### src/rtl/btlv_pkg.sv
`timescale 1ns / 1ps
`default_nettype none
package btlv_pkg;
  localparam int unsigned MAX_LEN_BYTES_DEF = 4;
  localparam int unsigned VALUE_BITS_DEF = 32;

  localparam logic [2:0] KIND_HEADER  = 3'd0;
  localparam logic [2:0] KIND_SCALAR  = 3'd1;
  localparam logic [2:0] KIND_CONTENT = 3'd2;
  localparam logic [2:0] KIND_ARC     = 3'd3;
  localparam logic [2:0] KIND_ERROR   = 3'd4;

  localparam logic [1:0] ERR_NONE      = 2'd0;
  localparam logic [1:0] ERR_TAG       = 2'd1;
  localparam logic [1:0] ERR_LEN       = 2'd2;
  localparam logic [1:0] ERR_TRUNC     = 2'd3;

  localparam logic [7:0] TAG_INT  = 8'h02;
  localparam logic [7:0] TAG_OCT  = 8'h04;
  localparam logic [7:0] TAG_NULL = 8'h05;
  localparam logic [7:0] TAG_OID  = 8'h06;
  localparam logic [7:0] TAG_APP2 = 8'h42;
  localparam logic [7:0] TAG_APP3 = 8'h43;

  typedef struct packed {
    logic [7:0] data_byte;
    logic       buffer_end;
  } btlv_in_t;

  typedef struct packed {
    logic [2:0]  record_kind;
    logic [7:0]  element_tag;
    logic [31:0] element_length;
    logic [31:0] item_value;
    logic [1:0]  error_code;
    logic        run_last;
  } btlv_out_t;

  // One byte's worth of results, up to three.
  typedef struct packed {
    logic [1:0]   count;
    btlv_out_t [2:0] rec;
  } btlv_group_t;

  function automatic logic is_scalar(input logic [7:0] t);
    return t == TAG_INT || t == TAG_APP2 || t == TAG_APP3;
  endfunction

  function automatic logic is_known(input logic [7:0] t);
    return is_scalar(t) || t == TAG_OCT || t == TAG_NULL || t == TAG_OID;
  endfunction

  function automatic btlv_out_t mk(input logic [2:0] k, input logic [7:0] t,
                                   input logic [31:0] l, input logic [31:0] v,
                                   input logic [1:0] e);
    btlv_out_t r;
    r.record_kind = k;
    r.element_tag = t;
    r.element_length = l;
    r.item_value = v;
    r.error_code = e;
    r.run_last = 1'b0;
    return r;
  endfunction
endpackage
`default_nettype wire

### src/rtl/ber_tlv_element_decoder.sv
`timescale 1ns / 1ps
`default_nettype none
// channel | direction | ports
// in      | input     | in_valid, in_stall, in_item (data_byte, buffer_end)
// out     | output    | out_valid, out_stall, out_item (six result fields)
// One byte is parsed per cycle, unless in_stall holds it, in the front state update; a byte makes 0..3 results.
// Results leave one per cycle, unless out_stall holds them, from a two-group queue, so the input rate is one byte per
// cycle while bytes make at most one result each, else bounded by the output port.
// Synchronous active-low reset returns the parser to expecting a tag and empties the queue.
// in_stall rises when the queue is full; out_stall only holds the current result.
module ber_tlv_element_decoder #(
  parameter int unsigned MAX_LEN_BYTES = btlv_pkg::MAX_LEN_BYTES_DEF,
  parameter int unsigned VALUE_BITS = btlv_pkg::VALUE_BITS_DEF
) (
  input  wire logic               clk,
  input  wire logic               rst_n,
  input  wire logic               in_valid,
  output logic                    in_stall,
  input  wire btlv_pkg::btlv_in_t in_item,
  output logic                    out_valid,
  input  wire logic               out_stall,
  output btlv_pkg::btlv_out_t     out_item
);
  import btlv_pkg::*;

  btlv_group_t f_grp, q_grp;
  logic full, step, q_valid, q_pop;

  assign in_stall = full;
  assign step = in_valid && !full;

  btlv_front #(.MAX_LEN_BYTES(MAX_LEN_BYTES), .VALUE_BITS(VALUE_BITS)) u_front (
    .clk, .rst_n, .step, .in_item, .grp(f_grp));

  btlv_queue u_queue (
    .clk, .rst_n, .wr_en(step && f_grp.count != 2'd0), .wr_grp(f_grp), .full,
    .rd_valid(q_valid), .rd_grp(q_grp), .rd_en(q_pop));

  btlv_back u_back (
    .clk, .rst_n, .q_valid, .q_grp, .q_pop, .out_valid, .out_item, .out_stall);
endmodule
`default_nettype wire

### src/rtl/btlv_front.sv
`timescale 1ns / 1ps
`default_nettype none
module btlv_front #(
  parameter int unsigned MAX_LEN_BYTES = 4,
  parameter int unsigned VALUE_BITS = 32
) (
  input  wire logic                clk,
  input  wire logic                rst_n,
  input  wire logic                step,
  input  wire btlv_pkg::btlv_in_t  in_item,
  output btlv_pkg::btlv_group_t    grp
);
  import btlv_pkg::*;

  typedef enum logic [1:0] {PH_TAG, PH_LEN, PH_LENX, PH_BODY} phase_t;

  phase_t phase_r, phase_nxt;
  logic [7:0] tag_r, tag_nxt;
  logic [31:0] len_r, len_nxt;
  logic [2:0] left_r, left_nxt;
  logic [31:0] cont_r, cont_nxt;
  logic [VALUE_BITS-1:0] val_r, val_nxt;
  logic first_r, first_nxt;
  logic drain_r, drain_nxt;

  logic [7:0] b;
  logic       fin;
  logic [6:0] k;
  logic [7:0] q40, r40;
  logic [63:0] vwide;
  btlv_out_t [2:0] rec;
  logic [1:0] n;

  assign b = in_item.data_byte;
  assign fin = in_item.buffer_end;
  assign k = b[6:0];
  // b/40 via reciprocal: floor(b*205/8192) is exact for b < 256
  assign q40 = 8'(({8'd0, b} * 16'd205) >> 13);
  assign r40 = b - 8'(q40 * 8'd40);
  assign vwide = 64'(val_r);

  always_comb begin
    logic hdr;
    logic [31:0] hlen;
    logic [VALUE_BITS-1:0] nv;
    phase_nxt = phase_r; tag_nxt = tag_r; len_nxt = len_r; left_nxt = left_r;
    cont_nxt = cont_r; val_nxt = val_r; first_nxt = first_r; drain_nxt = drain_r;
    rec = '0; n = 2'd0; hdr = 1'b0; hlen = 32'd0; nv = '0;
    if (drain_r) begin
      if (fin) begin
        drain_nxt = 1'b0; phase_nxt = PH_TAG;
      end
    end else begin
      unique case (phase_r)
        PH_LEN: begin
          if (b[7]) begin
            if (32'(k) > 32'(MAX_LEN_BYTES)) begin
              rec[n] = mk(KIND_ERROR, tag_r, 32'd0, 32'd0, ERR_LEN); n = n + 2'd1;
              phase_nxt = PH_TAG; drain_nxt = !fin;
            end else if (k == 7'd0) begin
              len_nxt = 32'd0; hdr = 1'b1; hlen = 32'd0;
            end else begin
              len_nxt = 32'd0; left_nxt = k[2:0]; phase_nxt = PH_LENX;
            end
          end else begin
            len_nxt = {24'd0, b}; hdr = 1'b1; hlen = {24'd0, b};
          end
        end
        PH_LENX: begin
          len_nxt = {len_r[23:0], b};
          left_nxt = left_r - 3'd1;
          if (left_r == 3'd1) begin
            hdr = 1'b1; hlen = {len_r[23:0], b};
          end
        end
        PH_BODY: begin
          if (is_scalar(tag_r)) begin
            nv = VALUE_BITS'({vwide[55:0], b});
            val_nxt = nv;
          end else if (tag_r == TAG_OID) begin
            if (first_r) begin
              rec[0] = mk(KIND_ARC, tag_r, len_r, {24'd0, q40}, ERR_NONE);
              rec[1] = mk(KIND_ARC, tag_r, len_r, {24'd0, r40}, ERR_NONE);
              n = 2'd2;
            end else begin
              rec[0] = mk(KIND_ARC, tag_r, len_r, {24'd0, b}, ERR_NONE); n = 2'd1;
            end
          end else begin
            rec[0] = mk(KIND_CONTENT, tag_r, len_r, {24'd0, b}, ERR_NONE); n = 2'd1;
          end
          first_nxt = 1'b0;
          cont_nxt = cont_r - 32'd1;
          if (cont_r == 32'd1) begin
            if (is_scalar(tag_r)) begin
              rec[n] = mk(KIND_SCALAR, tag_r, len_r, 32'(64'(nv)), ERR_NONE);
              n = n + 2'd1;
            end
            phase_nxt = PH_TAG;
          end
        end
        default: begin
          if (fin) begin
            rec[0] = mk(KIND_ERROR, b, 32'd0, 32'd0, ERR_TRUNC); n = 2'd1;
            phase_nxt = PH_TAG;
          end else if (!is_known(b)) begin
            rec[0] = mk(KIND_ERROR, b, 32'd0, 32'd0, ERR_TAG); n = 2'd1;
            phase_nxt = PH_TAG; drain_nxt = 1'b1;
          end else begin
            tag_nxt = b; len_nxt = 32'd0; left_nxt = 3'd0; phase_nxt = PH_LEN;
          end
        end
      endcase
      if (hdr) begin
        rec[n] = mk(KIND_HEADER, tag_r, hlen, 32'd0, ERR_NONE); n = n + 2'd1;
        cont_nxt = hlen; val_nxt = '0; first_nxt = 1'b1;
        if (hlen == 32'd0) begin
          if (is_scalar(tag_r)) begin
            rec[n] = mk(KIND_SCALAR, tag_r, 32'd0, 32'd0, ERR_NONE); n = n + 2'd1;
          end
          phase_nxt = PH_TAG;
        end else begin
          phase_nxt = PH_BODY;
        end
      end
      if (fin && phase_nxt != PH_TAG) begin
        rec[n] = mk(KIND_ERROR, tag_r, 32'd0, 32'd0, ERR_TRUNC); n = n + 2'd1;
        phase_nxt = PH_TAG;
      end
      if (fin) drain_nxt = 1'b0;
    end
    if (n != 2'd0) rec[n - 2'd1].run_last = 1'b1;
  end

  assign grp.count = n;
  assign grp.rec = rec;

  always_ff @(posedge clk) begin
    if (!rst_n) begin
      phase_r <= PH_TAG; tag_r <= '0; len_r <= '0; left_r <= '0;
      cont_r <= '0; val_r <= '0; first_r <= 1'b1; drain_r <= 1'b0;
    end else if (step) begin
      phase_r <= phase_nxt; tag_r <= tag_nxt; len_r <= len_nxt; left_r <= left_nxt;
      cont_r <= cont_nxt; val_r <= val_nxt; first_r <= first_nxt; drain_r <= drain_nxt;
    end
  end

  ap_drain_silent: assert property (@(posedge clk) disable iff (!rst_n)
    drain_r |-> grp.count == 2'd0) else $error("output while draining");
  ap_end_to_tag: assert property (@(posedge clk) disable iff (!rst_n)
    step && in_item.buffer_end |=> phase_r == PH_TAG && !drain_r)
    else $error("buffer end did not return to tag");
  ap_left_range: assert property (@(posedge clk) disable iff (!rst_n)
    phase_r == PH_LENX |-> left_r != 3'd0 && 32'(left_r) <= 32'(MAX_LEN_BYTES))
    else $error("length byte count out of range");
endmodule
`default_nettype wire

### src/rtl/btlv_queue.sv
`timescale 1ns / 1ps
`default_nettype none
module btlv_queue (
  input  wire logic                  clk,
  input  wire logic                  rst_n,
  input  wire logic                  wr_en,
  input  wire btlv_pkg::btlv_group_t wr_grp,
  output logic                       full,
  output logic                       rd_valid,
  output btlv_pkg::btlv_group_t      rd_grp,
  input  wire logic                  rd_en
);
  import btlv_pkg::*;
  // two-entry queue of result groups
  btlv_group_t mem_r [2];
  logic wp_r, rp_r;
  logic [1:0] cnt_r;

  assign full = cnt_r == 2'd2;
  assign rd_valid = cnt_r != 2'd0;
  assign rd_grp = mem_r[rp_r];

  always_ff @(posedge clk) begin
    if (wr_en) mem_r[wp_r] <= wr_grp;
  end

  always_ff @(posedge clk) begin
    if (!rst_n) begin
      wp_r <= 1'b0; rp_r <= 1'b0; cnt_r <= 2'd0;
    end else begin
      if (wr_en) wp_r <= !wp_r;
      if (rd_en) rp_r <= !rp_r;
      cnt_r <= cnt_r + 2'(wr_en) - 2'(rd_en);
    end
  end

  ap_no_overflow: assert property (@(posedge clk) disable iff (!rst_n)
    full |-> !wr_en) else $error("queue overflow");
  ap_no_underflow: assert property (@(posedge clk) disable iff (!rst_n)
    rd_en |-> rd_valid) else $error("queue underflow");
endmodule
`default_nettype wire

### src/rtl/btlv_back.sv
`timescale 1ns / 1ps
`default_nettype none
module btlv_back (
  input  wire logic                  clk,
  input  wire logic                  rst_n,
  input  wire logic                  q_valid,
  input  wire btlv_pkg::btlv_group_t q_grp,
  output logic                       q_pop,
  output logic                       out_valid,
  output btlv_pkg::btlv_out_t        out_item,
  input  wire logic                  out_stall
);
  import btlv_pkg::*;
  logic [1:0] idx_r;
  logic last;

  assign out_valid = q_valid;
  assign out_item = q_grp.rec[idx_r];
  assign last = idx_r == q_grp.count - 2'd1;
  assign q_pop = q_valid && !out_stall && last;

  always_ff @(posedge clk) begin
    if (!rst_n) idx_r <= 2'd0;
    else if (q_valid && !out_stall) idx_r <= last ? 2'd0 : idx_r + 2'd1;
  end

  ap_idx_range: assert property (@(posedge clk) disable iff (!rst_n)
    q_valid |-> idx_r < q_grp.count) else $error("record index past group");
  ap_last_flag: assert property (@(posedge clk) disable iff (!rst_n)
    q_pop |-> out_item.run_last) else $error("group ends without run_last");
endmodule
`default_nettype wire

### config.mk
export PLATFORM = sky130hd
export DESIGN_NAME = ber_tlv_element_decoder
export DESIGN_NICKNAME = d
export VERILOG_FILES = /design/src/rtl/btlv_pkg.sv /design/src/rtl/ber_tlv_element_decoder.sv /design/src/rtl/btlv_front.sv /design/src/rtl/btlv_queue.sv /design/src/rtl/btlv_back.sv
export SDC_FILE = /design/constraint.sdc
export NUM_CORES = 1
export LEC_CHECK = 0
export ABC_AREA = 1
export BUFFER_PORTS_ARGS = -buffer_cell sky130_fd_sc_hd__buf_2
export CORE_ASPECT_RATIO = 0.7
export CORE_MARGIN = 8
export CORE_UTILIZATION = 51
export CTS_CLUSTER_DIAMETER = 150
export CTS_CLUSTER_SIZE = 10
export DETAILED_ROUTE_END_ITERATION = 8
export HOLD_SLACK_MARGIN = 0.06
export PLACE_DENSITY = 0.74
export SYNTH_ARGS = -nofsm -noshare
export SYNTH_HDL_FRONTEND = slang
export SYNTH_SLANG_ARGS = --single-unit
### constraint.sdc
create_clock -name clk -period 23 [get_ports clk]
set_clock_uncertainty 0.2 [all_clocks]
set_input_delay 4.6 -clock clk [delete_from_list [all_inputs] [get_ports clk]]
set_output_delay 4.6 -clock clk [all_outputs]
set_load 0.01 [all_outputs]
Yosys cells after proc, flatten, opt, wreduce, memory -nomap -nowiden
Memories as Yosys holds them, arrays and structs flattened. A register that Yosys moved wholly into a read port is not among the register bits.
Cells that the tools add are included.
- reductions and logical operators: 38
- bitwise logic cells: 4
- order comparisons: 12
- multipliers: 2
- muxes and demuxes: 116
- equality and inequality tests: 23
- add/subtract/negate cells: 12
- operators with widths (operator ; count):
    234-bit 2-to-1 mux ; 9
    234-bit bitwise mux ; 5
    78-bit demux with 2-bit select ; 5
    156-bit 2-to-1 mux ; 5
    78-bit 2-to-1 mux ; 10
    32-bit 2-to-1 mux ; 11
    78-bit one-hot mux with 3 select lines ; 1
    78-bit binary-select mux with 2-bit select ; 1
    77-bit 2-to-1 mux ; 2
    32-bit one-hot mux with 3 select lines ; 1
    76-bit 2-to-1 mux ; 1
    24-bit 2-to-1 mux ; 3
    32-bit one-hot mux with 2 select lines ; 1
    2-bit 2-to-1 mux ; 28
    32-bit by 1-bit equality test with 1-bit output (second input constant) ; 1
    8-bit by 3-bit equality test with 1-bit output (second input constant) ; 4
    8-bit by 7-bit equality test with 1-bit output (second input constant) ; 4
    32-bit logical NOT ; 1
    32-bit by 1-bit subtractor with 32-bit output (second input constant) ; 1
    1-bit 2-to-1 mux ; 21
    2-bit by 3-bit less-than comparator with 1-bit output (second input constant) ; 6
    8-bit by 2-bit equality test with 1-bit output (second input constant) ; 2
    8-bit by 8-bit multiplier with 16-bit output (second input constant) ; 1
    3-bit 2-to-1 mux ; 5
    36 further kinds ; 78
- input port bits: 13
- memory bits (writable): 472
- word-level logic and storage cells: 220
- memories: 1
- output and inout port bits: 80
- register bits after elaboration: 109
- memory list (name ; words ; width ; read ports ; clocked after memory_dff ; wr ports ; RTL line ; source):
    u_queue.mem_r ; 2 ; 236 ; 1 ; 1 ; 1 ; btlv_queue.sv:15 ; btlv_group_t mem_r [2];

Longest topological paths before layout
- depth in word-level cells: 27
- gate-level depth with buffers: 31
- gate-level depth less buffers: 31

By module
From an unflattened synthesis, not the netlist that was laid out.
- cell total of the unflattened synthesis: 2889
- area total of the unflattened synthesis: 29874.9 um^2
- modules (own cells, without submodules) (module ; area an instance (um^2) ; times used ; cells each ; seq. area each (um^2)):
    btlv_queue ; 17395.4 ; 1 ; 767 ; 14273.7
    btlv_front ; 10525.1 ; 1 ; 1735 ; 2062.0
    btlv_back ; 1935.6 ; 1 ; 382 ; 40.0
    ber_tlv_element_decoder ; 18.8 ; 1 ; 5 ; 0.0

Worst setup path after synthesis
Ideal clock, no wire load.
- kind: in2reg
- from: in in_item[5] (netlist name)
- to: mem u_queue.mem_r[0][0] (netlist name) (enable)
- setup slack: 5108 ps
- arrival time: 16867 ps
- stages on the path: 26
- setup time: 826 ps
- cell sequence: clkbuf_1 inv_1 ha_1 nand4_1 nand2_1 nor2_1 nand2_1 nand2_1 inv_1 nand2_1 nand2_1 ha_1 inv_1 nand3_1 nand2_1 nand3_1 nand2_1 nand2_1 nand2_1 inv_1 ha_1 nand3_1 nand3_1 nand2_1 nand2_1 nor2_1
- cells in the longest elaborated chain, start to end: 23
- elaborated cells between the ends (all ways): 53
- RTL lines (element ; RTL line ; source):
    from (decl) ; ber_tlv_element_decoder.sv:19 ; input wire btlv_pkg::btlv_in_t in_item,
    8-bit by 2-bit equality test with 1-bit output or 8-bit by 7-bit equality test with 1-bit output (tied branches) ; btlv_pkg.sv:46 ; return t == TAG_INT || t == TAG_APP2 || t == TAG_APP3;
    1-bit logical OR (2 in a row) ; btlv_pkg.sv:46 ;
    1-bit logical OR (3 in a row) ; btlv_pkg.sv:50 ; return is_scalar(t) || t == TAG_OCT || t == TAG_NULL || t == TAG_OID;
    1-bit 2-to-1 mux ; btlv_front.sv:105 ; end else if (!is_known(b)) begin
    2-bit 2-to-1 mux ; btlv_front.sv:102 ; if (fin) begin
    2-bit one-hot mux with 3 select lines ; btlv_front.sv:54 ; unique case (phase_r)
    2-bit 2-to-1 mux ; btlv_front.sv:49 ; if (drain_r) begin
    2-bit by 1-bit adder with 2-bit output ; btlv_front.sv:114 ; rec[n] = mk(KIND_HEADER, tag_r, hlen, 32'd0, ERR_NONE); n = n + 2'd1;
    [... 4 more ...] ; -- ;
    2-bit 2-to-1 mux ; btlv_front.sv:49 ;
    2-bit by 1-bit adder with 2-bit output ; btlv_front.sv:126 ; rec[n] = mk(KIND_ERROR, tag_r, 32'd0, 32'd0, ERR_TRUNC); n = n + 2'd1;
    2-bit 2-to-1 mux * ; btlv_front.sv:125 ; if (fin && phase_nxt != PH_TAG) begin
    2-bit 2-to-1 mux * ; btlv_front.sv:49 ;
    2-bit nonzero test * ; ber_tlv_element_decoder.sv:36 ; .clk, .rst_n, .wr_en(step && f_grp.count != 2'd0), .wr_grp(f_grp), .full,
    1-bit logical AND * ; ber_tlv_element_decoder.sv:36 ;
    1-bit 2-to-1 mux * ; btlv_queue.sv:24 ; if (wr_en) mem_r[wp_r] <= wr_grp;
    1-bit 2-to-1 mux (not written as such) * ; btlv_queue.sv:24 ;
    to (decl) ; btlv_queue.sv:15 ;
Every way passes the cells marked *; elsewhere a longest branch is shown, timed or not. The select of a mux whose other input is x is not followed.

Final worst setup path
- from: in in_item[5] (netlist name)
- to: mem u_queue.mem_r[1][87] (netlist name) (enable)
The elaborated chain is that of the path after synthesis.

==> flow_metrics.tcl <==
set metrics [dict create \
    top_usage_layer "met1" \
    die_y_um 209.8 \
    slew_violations 0 \
    netlist_area_um2 27350 \
    synth_cells 2846 \
    rows 71 \
    antenna_cells 0 \
    status "finished clean" \
    worst-path-buf-inv 8 \
    combPwrFrac 0.189 \
    grt-ovfl-total 0 \
    grt_use_total 0.2517 \
    switching_share 0.2936 \
    post-cts-setup-buffers 0 \
    postSynthAreaPerCell_um2 9.611 \
    final_cells 3762 \
    cts-root-buf "clkbuf_16" \
    startpoint_type "primary input" \
    antenna_found_initial 0 \
    arrival_ps 10490 \
    vias_per_cell 5.732 \
    pwr-share-seq 0.454 \
    die_w_um 292.8 \
    maxCapViolations 0 \
    postRouteAntennaNets 0 \
    portBuffers 92 \
    wl_per_cell_um 21.12 \
    drtPass1Iterations 6 \
    timing.final.crit_share 0.4558 \
    tritoncts "built" \
    clockPowerShare 0.357 \
    io_pins 93 \
    grt_pass1_vias 20590 \
    hold_viol_final 0 \
    synth_cell_types 51 \
    path_clk_slew_ps 60 \
    slew_headroom 0.02861 \
    worstSetupEndpointType "flip-flop" \
    grtUsageMet1 0.3768 \
    p_int_uw 1953 \
    drive_gt1_frac 0.08707 \
    core_um2 53390 \
    start_util 0.5123 \
    yosys_warnings 0 \
    fin_crit_ps 10480 \
    timing.fmax_ghz 0.09538 \
    cpLargestDelayFamily "buffers and inverters" \
    met3_usage 0.05394 \
    cp.required_ps 23010 \
    synth.area.top_cells "edfxtp_1 51%, dfxtp_1 8.1%, o21ai_0 8.0%" \
    synthArstFlopShare 0 \
    fin_ws_ps 12520 \
    grt_max_degree 193 \
    critPathKind "in2reg" \
    cts_sinks 572 \
    cts_max_path_buffers 3 \
    ys.flop_type "edfxtp_1" \
    clock_latency_ps 610 \
    die-area_um2 61420 \
    use_met2 0.3679 \
    cts_resized 0 \
    dp_slack_ps 11920 \
    yosysTopAreaCellShare 0.5072 \
    hp-class "reg2reg" \
    grt_setup_unrepaired "false" \
    p_sw_uw 811.6 \
    syn_to_final_growth_pct 12.25 \
    cellPowerDensity_nw_per_um2 90.03 \
    ys_seq_elements 572 \
    grt_first_pass_wirelength_mm 121.0 \
    drtIter0Drc 2559 \
    gp_congestion 0.9479 \
    synth_edf_count 462 \
    cts_max_level 3 \
    tns_ps 0 \
    worstPathMaxFanout 90 \
    peakVddDrop_v 0.00005134 \
    nets 3080 \
    ys_seq_area_frac 0.5877 \
    crit_top_cell "nand2_1" \
    place_inst 3640 \
    dp_hpwl_mm 50.36 \
    numCtsBuffers 67 \
    slowest_delay_ps 960 \
    fillCellCount 4549 \
    drt-total-wl_mm 79.46 \
    drc 0 \
    worst_pin_slew_ps 1455 \
    power.leakage_uw 0.01215 \
    vias 21570 \
    postLayoutCoreUtil 0.5751 \
    ctsHoldBuffers 0 \
    setup_viol 0 \
    crit_slowest_cell "buf_4" \
    synth_top_area_cell "edfxtp_1" \
]
==> cells by family (layout without fill, tap and decap cells) <==
family / after synthesis / in the layout / share of synthesized area
other: 1 / 112 / 0.0001371
flip-flops: 572 / 572 / 0.5877
multiplexers: 1 / 1 / 0.0003659
AND/OR/NAND/NOR: 986 / 986 / 0.1514
buffers and inverters: 431 / 506 / 0.06180
AO/OA/AOI/OAI: 736 / 736 / 0.1457
XOR/XNOR: 31 / 31 / 0.009926
adder cells (fa/ha/maj): 88 / 88 / 0.04300
==> path summary, 6_finish.rpt <==
path,slack (ps),from,depth (start not counted),endpoint
min,270,u_front.val_r[17]$_SDFFE_PN0P_,2,u_front.val_r[17]$_SDFFE_PN0P_
max reg2reg,16070,u_front.phase_r[1]$_SDFFE_PN0P_,21,u_queue.mem_r[1][87]$_DFFE_PP_
max,12520,in_item[5],28,u_queue.mem_r[1][87]$_DFFE_PP_
min reg2reg,270,u_front.val_r[17]$_SDFFE_PN0P_,2,u_front.val_r[17]$_SDFFE_PN0P_
==> power groups by stage <==
stage / clock [uW] / sequential, uW / combinational [uW]
floorplan: 0 / 1300 / 323
global placement: 0 / 1270 / 514
detailed placement: 0 / 1280 / 525
CTS: 996 / 1250 / 528
global route: 1040 / 1260 / 580
finish: 987 / 1260 / 522
==> cell usage in the layout, fill, tap and decap left out, types with 3 or more instances in the layout <==
cell type,synthesis,final
buf_4,1,17
edfxtp_1,462,462
nand2_1,407,407
a31oi_1,21,21
o22ai_1,105,105
inv_1,253,250
nand3_1,102,101
a21oi_1,124,123
a211oi_1,11,11
inv_4,3,3
nand2_2,14,14
nor2_2,14,14
nand2_4,4,4
fa_1,10,10
nor2_4,12,14
inv_2,15,15
clkbuf_1,125,48
xnor2_1,9,9
o21ai_0,436,436
nor2_1,393,391
a32oi_1,5,5
nand4_1,8,8
nand3_2,3,4
buf_2,13,92
clkbuf_16,0,70
nor4_1,3,3
o211ai_1,21,21
ha_1,78,78
dfxtp_1,110,108
nor3_1,18,17
conb_1,1,112
xor2_1,22,22
==> cell type report <==
class	count	area, um^2	area share
flip-flops and latches	572	16080	0.5237
multi-input cells	1954	10030	0.3268
clock buffers	118	1932	0.06292
inverters	273	1046	0.03407
well taps	730	913.4	0.02975
repair buffers	111	628.1	0.02046
clock inverters	4	71.32	0.002323
==> metrics by stage <==
stage                     total power, uW  cell area (um^2)  hold slack, ps
after floorplan                      1620             27770           222.3
after global placement               1786             28700           238.9
after detailed placement             1801             28700           256.7
after CTS                            2779             30700           265.5
after global routing                 2881             30700           281.6
final                                2764             30700           266.1
==> flip-flops by register name, summed over array words and instances (netlist names), named ones only <==
| name | cells |
|---|---|
| u_queue.mem_r | 462 |
| u_front.cont_r | 32 |
| u_front.len_r | 32 |
| u_front.val_r | 24 |
| u_front.tag_r | 8 |
| u_front.left_r | 3 |
| u_back.idx_r | 2 |
| u_front.phase_r | 2 |
| u_queue.cnt_r | 2 |
| u_front.drain_r | 1 |
| u_front.first_r | 1 |
| u_queue.rp_r | 1 |
| u_queue.wp_r | 1 |
==> synthesized netlist by cell type, drive strengths merged (3+ instances only) <==
library cell,count
a211oi,11
a21oi,125
a31oi,21
a32oi,5
buf,33
clkbuf,125
dfxtp,110
edfxtp,462
fa,10
ha,78
inv,271
nand2,425
nand3,106
nand4,9
nor2,419
nor3,19
nor4,3
o211ai,21
o21ai,438
o22ai,105
xnor2,9
xor2,22
==> worst min-delay path: stages (launching register included) <==
cell     delay [ps]
dfxtp_1         310
nand2_1          60
a21oi_1          50
==> routing by layer <==
layer,vias to the layer above,share of wire,routed length (um)
li1,9981,-,-
met1,10430,0.45,35670
met2,1030,0.43,34270
met3,121,0.10,7999
met4,0,0.019,1529
met5,-,0,0
No activity file was read; power rests on OpenSTA's default activity.
